==> src/hw/rtl/kgd_pkg.sv <==
// shared types and constants for the knn graph geodesic distance block
`timescale 1ns / 1ps
package kgd_pkg;

    localparam int MAX_POINTS = 64;
    localparam int IDX_W      = $clog2(MAX_POINTS);
    localparam int CNT_W      = IDX_W + 1;
    localparam int PA_W       = 2 * IDX_W;
    localparam int PM_DEPTH   = MAX_POINTS * MAX_POINTS;

    localparam int COORD_W    = 16;
    localparam int PT_W       = 3 * COORD_W;
    localparam int IDX_IN_W   = 6;
    localparam int PC_W       = 7;
    localparam int NB_W       = 6;
    localparam int WIDE_W     = (CNT_W > PC_W) ? CNT_W : PC_W;

    localparam int DIST_W     = 23;
    localparam int PM_W       = DIST_W + 1;
    localparam int SQ_W       = 2 * COORD_W + 2;
    localparam int ROOT_W     = SQ_W / 2;
    localparam int STEP_W     = $clog2(ROOT_W + 1);

    localparam int FIFO_DEPTH = 4;
    localparam int FIFO_AW    = $clog2(FIFO_DEPTH);

    localparam logic [PM_W-1:0] DIST_MAX = {1'b0, {DIST_W{1'b1}}};
    localparam logic [PM_W-1:0] UNREACH  = {1'b1, {DIST_W{1'b0}}};

    localparam logic [PC_W-1:0] PC_RESET = PC_W'(64);
    localparam logic [NB_W-1:0] NB_RESET = NB_W'(10);

    typedef enum logic {
        KIND_LOAD  = 1'b0,
        KIND_QUERY = 1'b1
    } kind_t;

    typedef enum logic {
        REG_POINT_COUNT = 1'b0,
        REG_NEIGHBOURS  = 1'b1
    } reg_sel_t;

    typedef struct packed {
        kind_t                kind;
        logic [PT_W-1:0]      point;
        logic [IDX_IN_W-1:0]  hi;
        logic [IDX_IN_W-1:0]  lo;
    } cmd_t;

    typedef struct packed {
        logic [PC_W-1:0] point_count;
        logic [NB_W-1:0] neighbours;
    } cfg_t;

    typedef enum logic [4:0] {
        ST_IDLE,
        ST_QWAIT,
        ST_PROW,
        ST_PROW_W,
        ST_PCOL,
        ST_PCOL_W,
        ST_SQUARE,
        ST_ROOT,
        ST_ROOT_W,
        ST_SEL_J,
        ST_SEL_JW,
        ST_SEL_M,
        ST_SEL_MW,
        ST_SEL_WR,
        ST_FW_K,
        ST_FW_KW,
        ST_FW_J,
        ST_FW_JW
    } back_state_t;

endpackage

==> src/hw/rtl/kgd_front.sv <==
// input side: accepts words, classifies them and orders query indices
`timescale 1ns / 1ps
module kgd_front (
    input  logic          s_tvalid,
    output logic          s_tready,
    input  logic [63:0]   s_tdata,
    input  logic          s_tuser,
    input  logic          q_full,
    output logic          q_push,
    output kgd_pkg::cmd_t q_data
);
    import kgd_pkg::*;

    logic [IDX_IN_W-1:0] row;
    logic [IDX_IN_W-1:0] col;

    always_comb begin
        row           = s_tdata[PT_W +: IDX_IN_W];
        col           = s_tdata[PT_W+IDX_IN_W +: IDX_IN_W];
        q_data.kind   = kind_t'(s_tuser);
        q_data.point  = s_tdata[PT_W-1:0];
        q_data.hi     = (row > col) ? row : col;
        q_data.lo     = (row > col) ? col : row;
    end

    assign s_tready = !q_full;
    assign q_push   = s_tvalid && !q_full;
endmodule

==> config.mk <==
export PLATFORM = sky130hd
export DESIGN_NAME = kgd_front
export DESIGN_NICKNAME = d
export VERILOG_FILES = /design/src/hw/rtl/kgd_pkg.sv /design/src/hw/rtl/kgd_front.sv
export SDC_FILE = /design/constraint.sdc
export NUM_CORES = 1
export LEC_CHECK = 0
export ABC_AREA = 1
export BUFFER_PORTS_ARGS = -buffer_cell sky130_fd_sc_hd__clkbuf_2
export CAP_MARGIN = 30
export CORE_MARGIN = 2
export CORE_UTILIZATION = 29
export DETAILED_ROUTE_END_ITERATION = 8
export GPL_ROUTABILITY_DRIVEN = 0
export PLACE_DENSITY_LB_ADDON = 0.3
export SLEW_MARGIN = 0
export SYNTH_ARGS = -nofsm -noshare
export SYNTH_HDL_FRONTEND = slang
export SYNTH_SLANG_ARGS = --single-unit
==> constraint.sdc <==
create_clock -name vclk -period 2.15
set_input_delay 0.43 -clock vclk [all_inputs]
set_output_delay 0.43 -clock vclk [all_outputs]
set_load 0.05 [all_outputs]
==> impl.org <==
** Outcome
- Outcome :: complete, no violations

** Global route
- After global routing the overflow that remains totals 0.
- For this run, the total global-route usage over all layers was measured as 9.07%.
- The number of antenna violations at the first check in global routing is 0.
- Entering global routing, the biggest net connects 13 pins.
- Number of global-route vias before repair :: 541
- First-pass GRT wire length :: 2.40 mm

** Hold path
- Type of the worst min-delay path :: in2out

** Pwr
- Pwr dens :: 472 mW/mm^2
- Summing internal, switching and leakage power gives 399 uW.
- Leakage power summed over all cells :: 0.457 nW
- Maximum vdd ir drop :: 0.162 mV

** Setup path
- Critical path fanouts, max :: 6
- The worst setup path is of the in2out kind.
- STA puts the critical path data arrival time at 1.70 ns.
- CP required :: 1.72 ns
- The worst setup path is launched from a primary input.
- STA classifies the critical path endpoint as a primary output.

** Clocking
- Post-CTS timing repair inserted 0 buffers for setup.

** Timing
- Worst slew pin tran :: 0.273 ns
- Slew Limit Fails :: 0
- The count of final hold-check violations was 0.
- Based on the critical path, the design can be clocked at up to 470 MHz.
- The worst pin sits at a relative slew slack of 81.9%.
- In the post-route analysis, the smallest setup slack over all paths is around 0.022 ns.
- Setup repair after global routing missed its margin :: yes
- The smallest clock period supported by the final layout is computed as about 2.1 ns.
- Dividing the final minimum period by the clock period gives 99.0%.
- Final setup viols :: 0

** Floorplanning
- Core ar. :: 0.00250 sq mm
- The die is 55.5 microns wide.
- Once the floorplan was initialized, standard cells occupied 30.7% of the core.
- In this run the core area contains 18 standard-cell rows.
- Vert. Die Dim :: 55.5 microns
- I/O pins :: 130
- The die covers 0.00308 sq mm.

** Yosys
- Avg Inst Size Synth :: 6.40 sq um
- Total nets after synthesis :: 193
- Synthesis produced 120 cells.
- Share of synthesized area occupied by flip-flops and latches :: 0%
- After synthesis, the netlist uses 14 different library cells.
- For this run, the number of Yosys warnings is 0.
- Synthesized cell area :: 768 sq um

** Placed design
- Buffers placed on the I/O ports in this run total 28.
- Placed wire-length estimate :: roughly 1.3 mm
- Timing analysis after detailed placement gives a worst setup slack of -0.0796 ns.

** Routing
- For this block, the initial DRC count from the detailed router was 11.
- In this run the remaining antenna-violating nets after routing total 0.
- Post-detailed-route via-to-cell ratio :: 4.45
- Number of iterations in the first detailed-routing pass :: 4
- Post-detailed-routing wire length :: 1.63 mm
- In the final routed layout, each cell accounts on average for 12.1 microns.
- In the routed design, unresolved DRC markers number 0.
- Detailed routing inserted a total of 601 vias.

** Final layout
- At the end of the flow the core is filled with cells to 33.8%.
- Layout clock buffer count :: 0
- FF+latch count :: 0
- The number of antenna diodes in the final layout is 0.
- Number of fillers in the final layout :: around 270
- Register cell area after layout :: 0 sq um
- In the final design database the tool counted 180 nets.
- Share of final-layout standard cells stronger than drive strength 1 :: 56.2%
- Layout area overhead :: 9.93%

** Flow run
- The tool flagged a number of max-cap violations equal to 0.
[critical path: stages]
cell	delay [ns]
clkbuf_2	0.09
inv_1	0.04
ha_1	0.28
nand2_2	0.07
nor2_4	0.14
nand2_2	0.08
nand3_4	0.11
buf_6	0.14
nand3_1	0.06
nand2_1	0.10
buf_8	0.15
[cells in the final DEF (no fill, tap or decap), drive strengths merged]
cell / count
nand2: 33
clkbuf: 16
ha: 6
a21oi: 1
buf: 21
nand3: 14
nor2: 2
inv: 12
[layer usage]
metal	GRT usage, %	wire length [microns]
met2	16.5	875
met5	0	0
met4	5.57	62
met3	2.58	186
met1	8.96	504
[what timing repair did]
action	CTS	global route
setup endpoints to repair	12	12
pin swaps	0	9
gates resized for setup	15	29
hold buffers	0	0
endpoints found under the hold margin	0	0
[area by class of cell]
class / instances / area, sq um / share of cell area [%]
inverters: 12 / 45.0 / 5.33
repair buffers: 37 / 348 / 41.2
multi-input cells: 56 / 414 / 49.0
well taps: 30 / 37.5 / 4.44
[logic make-up after synthesis]
group                    share of synthesized area [%]
adder cells (fa/ha/maj)                           9.77
buffers and inverters                             58.1
AO/OA/AOI/OAI                                    0.651
AND/OR/NAND/NOR                                   31.4
[worst paths after layout]
check / cells past startpoint / slack (ns) / start / end
worst max-delay path: 11 / 0.02 / s_tdata[56] / q_data[9]
worst min-delay path: 0 / 0.86 / s_tdata[34] / q_data[46]
[metrics by stage]
| stage | setup TNS [ns] | std cells | area (sq um) | hold WS (ns) |
|---|---|---|---|---|
| detailed placement | -0.509 | 135 | 672 | 0.860 |
| global route | -0.422 | 135 | 845 | 0.860 |
| floorplan | 0 | 120 | 768 | 1.03 |
| CTS | 0 | 135 | 739 | 0.860 |
| finish | 0 | 135 | 845 | 0.860 |
| global placement | -0.367 | 135 | 672 | 0.860 |
[synth_stat cells, drive strengths merged]
cell type / count / area (sq um)
a21oi: 1 / 5.00
buf: 52 / 402
ha: 6 / 75.1
inv: 12 / 45.0
nand2: 33 / 139
nand3: 14 / 87.6
nor2: 2 / 15.0
[where the power goes]
group	internal, mW	total, mW	switching, mW
Clock	0	0	0
Combinational	0.166	0.399	0.233
Sequential	0	0	0
Total	0.166	0.399	0.233
(Power assumes the default switching activity.)
