===== src/hw/rtl/kgd_pkg.sv =====
// shared types and constants for the knn graph geodesic distance block
`timescale 1ns / 1ps
package kgd_pkg;

    localparam int MAX_POINTS = 64;
    localparam int IDX_W      = $clog2(MAX_POINTS);
    localparam int CNT_W      = IDX_W + 1;
    localparam int PA_W       = 2 * IDX_W;
    localparam int PM_DEPTH   = MAX_POINTS * MAX_POINTS;

    localparam int COORD_W    = 16;
    localparam int PT_W       = 3 * COORD_W;
    localparam int IDX_IN_W   = 6;
    localparam int PC_W       = 7;
    localparam int NB_W       = 6;
    localparam int WIDE_W     = (CNT_W > PC_W) ? CNT_W : PC_W;

    localparam int DIST_W     = 23;
    localparam int PM_W       = DIST_W + 1;
    localparam int SQ_W       = 2 * COORD_W + 2;
    localparam int ROOT_W     = SQ_W / 2;
    localparam int STEP_W     = $clog2(ROOT_W + 1);

    localparam int FIFO_DEPTH = 4;
    localparam int FIFO_AW    = $clog2(FIFO_DEPTH);

    localparam logic [PM_W-1:0] DIST_MAX = {1'b0, {DIST_W{1'b1}}};
    localparam logic [PM_W-1:0] UNREACH  = {1'b1, {DIST_W{1'b0}}};

    localparam logic [PC_W-1:0] PC_RESET = PC_W'(64);
    localparam logic [NB_W-1:0] NB_RESET = NB_W'(10);

    typedef enum logic {
        KIND_LOAD  = 1'b0,
        KIND_QUERY = 1'b1
    } kind_t;

    typedef enum logic {
        REG_POINT_COUNT = 1'b0,
        REG_NEIGHBOURS  = 1'b1
    } reg_sel_t;

    typedef struct packed {
        kind_t                kind;
        logic [PT_W-1:0]      point;
        logic [IDX_IN_W-1:0]  hi;
        logic [IDX_IN_W-1:0]  lo;
    } cmd_t;

    typedef struct packed {
        logic [PC_W-1:0] point_count;
        logic [NB_W-1:0] neighbours;
    } cfg_t;

    typedef enum logic [4:0] {
        ST_IDLE,
        ST_QWAIT,
        ST_PROW,
        ST_PROW_W,
        ST_PCOL,
        ST_PCOL_W,
        ST_SQUARE,
        ST_ROOT,
        ST_ROOT_W,
        ST_SEL_J,
        ST_SEL_JW,
        ST_SEL_M,
        ST_SEL_MW,
        ST_SEL_WR,
        ST_FW_K,
        ST_FW_KW,
        ST_FW_J,
        ST_FW_JW
    } back_state_t;

endpackage


===== src/hw/rtl/kgd_fifo.sv =====
// short command queue between front and back
`timescale 1ns / 1ps
module kgd_fifo (
    input  logic          aclk,
    input  logic          aresetn,
    input  logic          push,
    input  kgd_pkg::cmd_t push_data,
    output logic          full,
    input  logic          pop,
    output logic          valid,
    output kgd_pkg::cmd_t pop_data
);
    import kgd_pkg::*;

    cmd_t               mem_reg [FIFO_DEPTH];
    logic [FIFO_AW-1:0] wptr_reg, wptr_next;
    logic [FIFO_AW-1:0] rptr_reg, rptr_next;
    logic [FIFO_AW:0]   cnt_reg, cnt_next;

    always_comb begin
        wptr_next = wptr_reg + FIFO_AW'(push);
        rptr_next = rptr_reg + FIFO_AW'(pop);
        cnt_next  = cnt_reg + (FIFO_AW+1)'(push) - (FIFO_AW+1)'(pop);
    end

    always_ff @(posedge aclk) begin
        if (!aresetn) begin
            wptr_reg <= '0;
            rptr_reg <= '0;
            cnt_reg  <= '0;
        end else begin
            wptr_reg <= wptr_next;
            rptr_reg <= rptr_next;
            cnt_reg  <= cnt_next;
        end
        if (push) begin
            mem_reg[wptr_reg] <= push_data;
        end
    end

    assign full     = (cnt_reg == (FIFO_AW+1)'(FIFO_DEPTH));
    assign valid    = (cnt_reg != '0);
    assign pop_data = mem_reg[rptr_reg];

    a_no_overflow: assert property (@(posedge aclk) disable iff (!aresetn)
        full |-> !push) else $error("queue overflow");
    a_no_underflow: assert property (@(posedge aclk) disable iff (!aresetn)
        !valid |-> !pop) else $error("queue underflow");
    a_count_step: assert property (@(posedge aclk) disable iff (!aresetn)
        (push && !pop) |=> cnt_reg == $past(cnt_reg) + 1'b1) else $error("count slip");
endmodule


===== config.mk =====
export PLATFORM = sky130hd
export DESIGN_NAME = kgd_fifo
export DESIGN_NICKNAME = d
export VERILOG_FILES = /design/src/hw/rtl/kgd_pkg.sv /design/src/hw/rtl/kgd_fifo.sv
export SDC_FILE = /design/constraint.sdc
export NUM_CORES = 1
export LEC_CHECK = 0
export CAP_MARGIN = 25
export CORE_ASPECT_RATIO = 0.8
export CORE_MARGIN = 2
export CORE_UTILIZATION = 65
export CTS_CLUSTER_DIAMETER = 150
export DETAILED_ROUTE_END_ITERATION = 8
export DONT_BUFFER_PORTS = 1
export PLACE_DENSITY_LB_ADDON = 0.05
export SLEW_MARGIN = 20
export SYNTH_ARGS = -nofsm -noshare
export SYNTH_HDL_FRONTEND = slang
export SYNTH_SLANG_ARGS = --single-unit

===== constraint.sdc =====
create_clock -name aclk -period 8 [get_ports aclk]
set_input_delay 0.4 -clock aclk [delete_from_list [all_inputs] [get_ports aclk]]
set_output_delay 0.4 -clock aclk [all_outputs]
set_load 0.03 [all_outputs]

==> flow_summary.ini <==
[run_status]
status = finished clean

[placement]
placed_area_um2 = 9370
gp_congestion = 0.691
portBuffers = 0
hpwl_um = 8490
dp.cells = 525
dp_worst_setup_slack_ns = 5.32

[synthesis]
yosysTopAreaCell = edfxtp_1
yosysSeqAreaShare = 0.810
yosysWarningCount = 0
synth_cells = 352
yosysTopAreaCellShare = 0.795
postSynthAreaPerCell_um2 = 26.2
ys_types = 20
ys_seq_elements = 251
netlist_area_um2 = 9220
synth.area.top_cells = edfxtp_1 (79%), mux4_2 (15%), dfxtp_1 (1.5%), buf_12 (1.3%), ha_1 (0.54%)
synth_nets = 422

[critical_path]
r2r_end = rptr_reg[0]
r2r_slack_ns = 5.93
crit_path_cell_trace = buf_4 > mux4_1
endpoint = pop_data[60]
crit_fanout = 39
crit_slowest_cell = mux4_1
endpoint_kind = primary output
critPathKind = flop to primary output
crit_path_start = rptr_reg[0]
critPathLaunchType = flop
critical_path_required_ns = 7.60
critPathArrivalTime_ns = 2.72
cp_slowest_stage_delay_ns = 0.83
rr_startpoint = rptr_reg[0]
r2r_cells = 3

[timing]
fin_crit_ns = 3.12
setup_tns_ns = 0
fmax_ghz = 0.321
finClkSkew_ns = 0.00602
hold_ws_ns = 0.0233
period_share = 0.389
max_slew_margin = 0.413
setup_viol = 0
setup_ws_ns = 4.88
worstMarginPinSlew_ns = 0.881
slew_violations = 0
finalHoldViolations = 0
rsz0062_at_grt = false

[floorplanning]
num_rows = 38
ios = 128
die_area_um2 = 15200
start_util = 0.673
die_y_um = 111
core_um2 = 13700
die_w_um = 137

[run]
cap_violations = 0

[final_layout]
largest_reg_flops = 244
design_area_um2 = 10600
nets = 500
fill_cells = 695
antenna_cells = 0
fin_util = 0.776
stdcell_count = 626
layout-drive-gt1-share = 0.226
area_growth_pct = 15.2

[clock_tree]
clkTransAtPathRegs_ns = 0.06
max-clock-path-buffers = 3
cts-resized-gates = 0
h-tree-depth = 1
cts_buffers = 22
postCtsSetupBuffers = 0
tritoncts = yes
cts.sinks = 251
cts_root_buf = clkbuf_16
clk_latency_ns = 0.49

[power_and_ir_drop]
comb_power_share = 0.115
p_per_area_nw_per_um2 = 264
seqPwrFrac = 0.549
netSwitchingFraction = 0.233
clkPwrFrac = 0.337
leakage_nw = 3.38
switching_power_uw = 655
intPower_mw = 2.15
ir_worst_vdd_mv = 0.182
power_mw = 2.81

[grt]
grt_pass1_wl_um = 24000
first_global_vias = 4133
grtUsageTotal = 0.215
grt_antenna_before_repair = 0
grt_max_degree = 62
grt_overflow = 0

[route]
post-route-drc-count = 0
wl_met3_um = 1200
vias = 3833
wl_met1_um = 6080
routed.top_layer = met4
wl_met2_um = 8010
drt_iter0_markers = 209
wl_um = 15500
ant_nets = 0
dr.pass1.iters = 5
avgViaCountPerCell = 6.12
wl_per_cell_um = 24.8

[hold_path]
hold_path_startpoint = aresetn
hold_class = input port to flop
[area by class of cell]
cell class              instances  area [um^2]  area share
clock inverters                11         47.5     0.00447
repair buffers                 68          676      0.0636
clock buffers                  29          598      0.0563
inverters                       4         15.0     0.00141
multi-input cells              83         1590       0.150
flip-flops and latches        251         7470       0.703
well taps                     180          225      0.0212
[metal layers]
metal	GRT usage	vias to the layer above
met3	0.0601	18
li1	-	1662
met2	0.355	138
met5	0	-
met1	0.292	2015
met4	0.0440	0
[cells in the final DEF, fill, tap and decap left out]
| cell type | instances |
|---|---|
| dfxtp_2 | 1 |
| nor3b_2 | 1 |
| buf_4 | 6 |
| and3_2 | 1 |
| and2_1 | 7 |
| clkbuf_16 | 23 |
| xor2_1 | 2 |
| dlygate4sd3_1 | 61 |
| clkbuf_1 | 6 |
| ha_1 | 4 |
| and3b_4 | 1 |
| inv_1 | 4 |
| mux4_1 | 1 |
| mux4_2 | 60 |
| buf_12 | 1 |
| nor2_4 | 1 |
| clkinv_2 | 5 |
| and3_1 | 1 |
| dfxtp_1 | 5 |
| nand2_1 | 1 |
| fa_1 | 1 |
| dfxtp_4 | 1 |
| xnor3_1 | 1 |
| or3_1 | 1 |
| clkinv_1 | 6 |
| edfxtp_1 | 244 |
[power groups by stage]
stage / clock network (mW) / logic (mW) / registers (mW)
3_5_place_dp: 0 / 0.288 / 1.57
6_report: 0.944 / 0.321 / 1.54
2_1_floorplan: 0 / 0.269 / 1.55
5_1_grt: 1.01 / 0.340 / 1.55
4_1_cts: 0.961 / 0.326 / 1.54
3_3_place_gp: 0 / 0.285 / 1.57
[logic make-up (layout without fill, tap and decap cells)]
logic type / count (synthesis) / after routing / synth area share
AND/OR/NAND/NOR: 14 / 14 / 0.00936
flip-flops: 251 / 251 / 0.810
multiplexers: 61 / 61 / 0.149
adder cells (fa/ha/maj): 5 / 5 / 0.00760
XOR/XNOR: 3 / 3 / 0.00434
buffers and inverters: 18 / 112 / 0.0195
[critical path, delay by kind of cell, from the launching register on]
family   cells  cell delay [ns]
flops        1             0.66
mux          1             0.83
buf+inv      1             0.68
[what timing repair did]
action | 4_1_cts | 5_1_grt
hold endpoints to repair | 244 | 0
hold buffers | 61 | 0
setup endpoints to repair | 0 | 0
[synth_stat cells]
master    count
edfxtp_1    244
clkbuf_1      1
ha_1          4
fa_1          1
buf_6         1
and3b_1       1
nor2_1        1
xnor3_1       1
dfxtp_1       7
buf_2         6
mux4_1        1
buf_12        6
and3_1        2
or3_1         1
nand2_1       1
and2_1        7
xor2_1        2
mux4_2       60
inv_1         4
nor3b_1       1
[how the worst min path moves through the flow]
| stage | cells after the start | to |
|---|---|---|
| 4_1_cts | 1 | rptr_reg[1] |
| 2_1_floorplan | 0 | mem_reg[0][0] |
| 6_report | 1 | rptr_reg[1] |
| 3_5_place_dp | 0 | mem_reg[3][36] |
| 3_3_place_gp | 0 | mem_reg[1][60] |
| 5_1_grt | 1 | cnt_reg[2] |
Power figures use the tool's default switching activity.
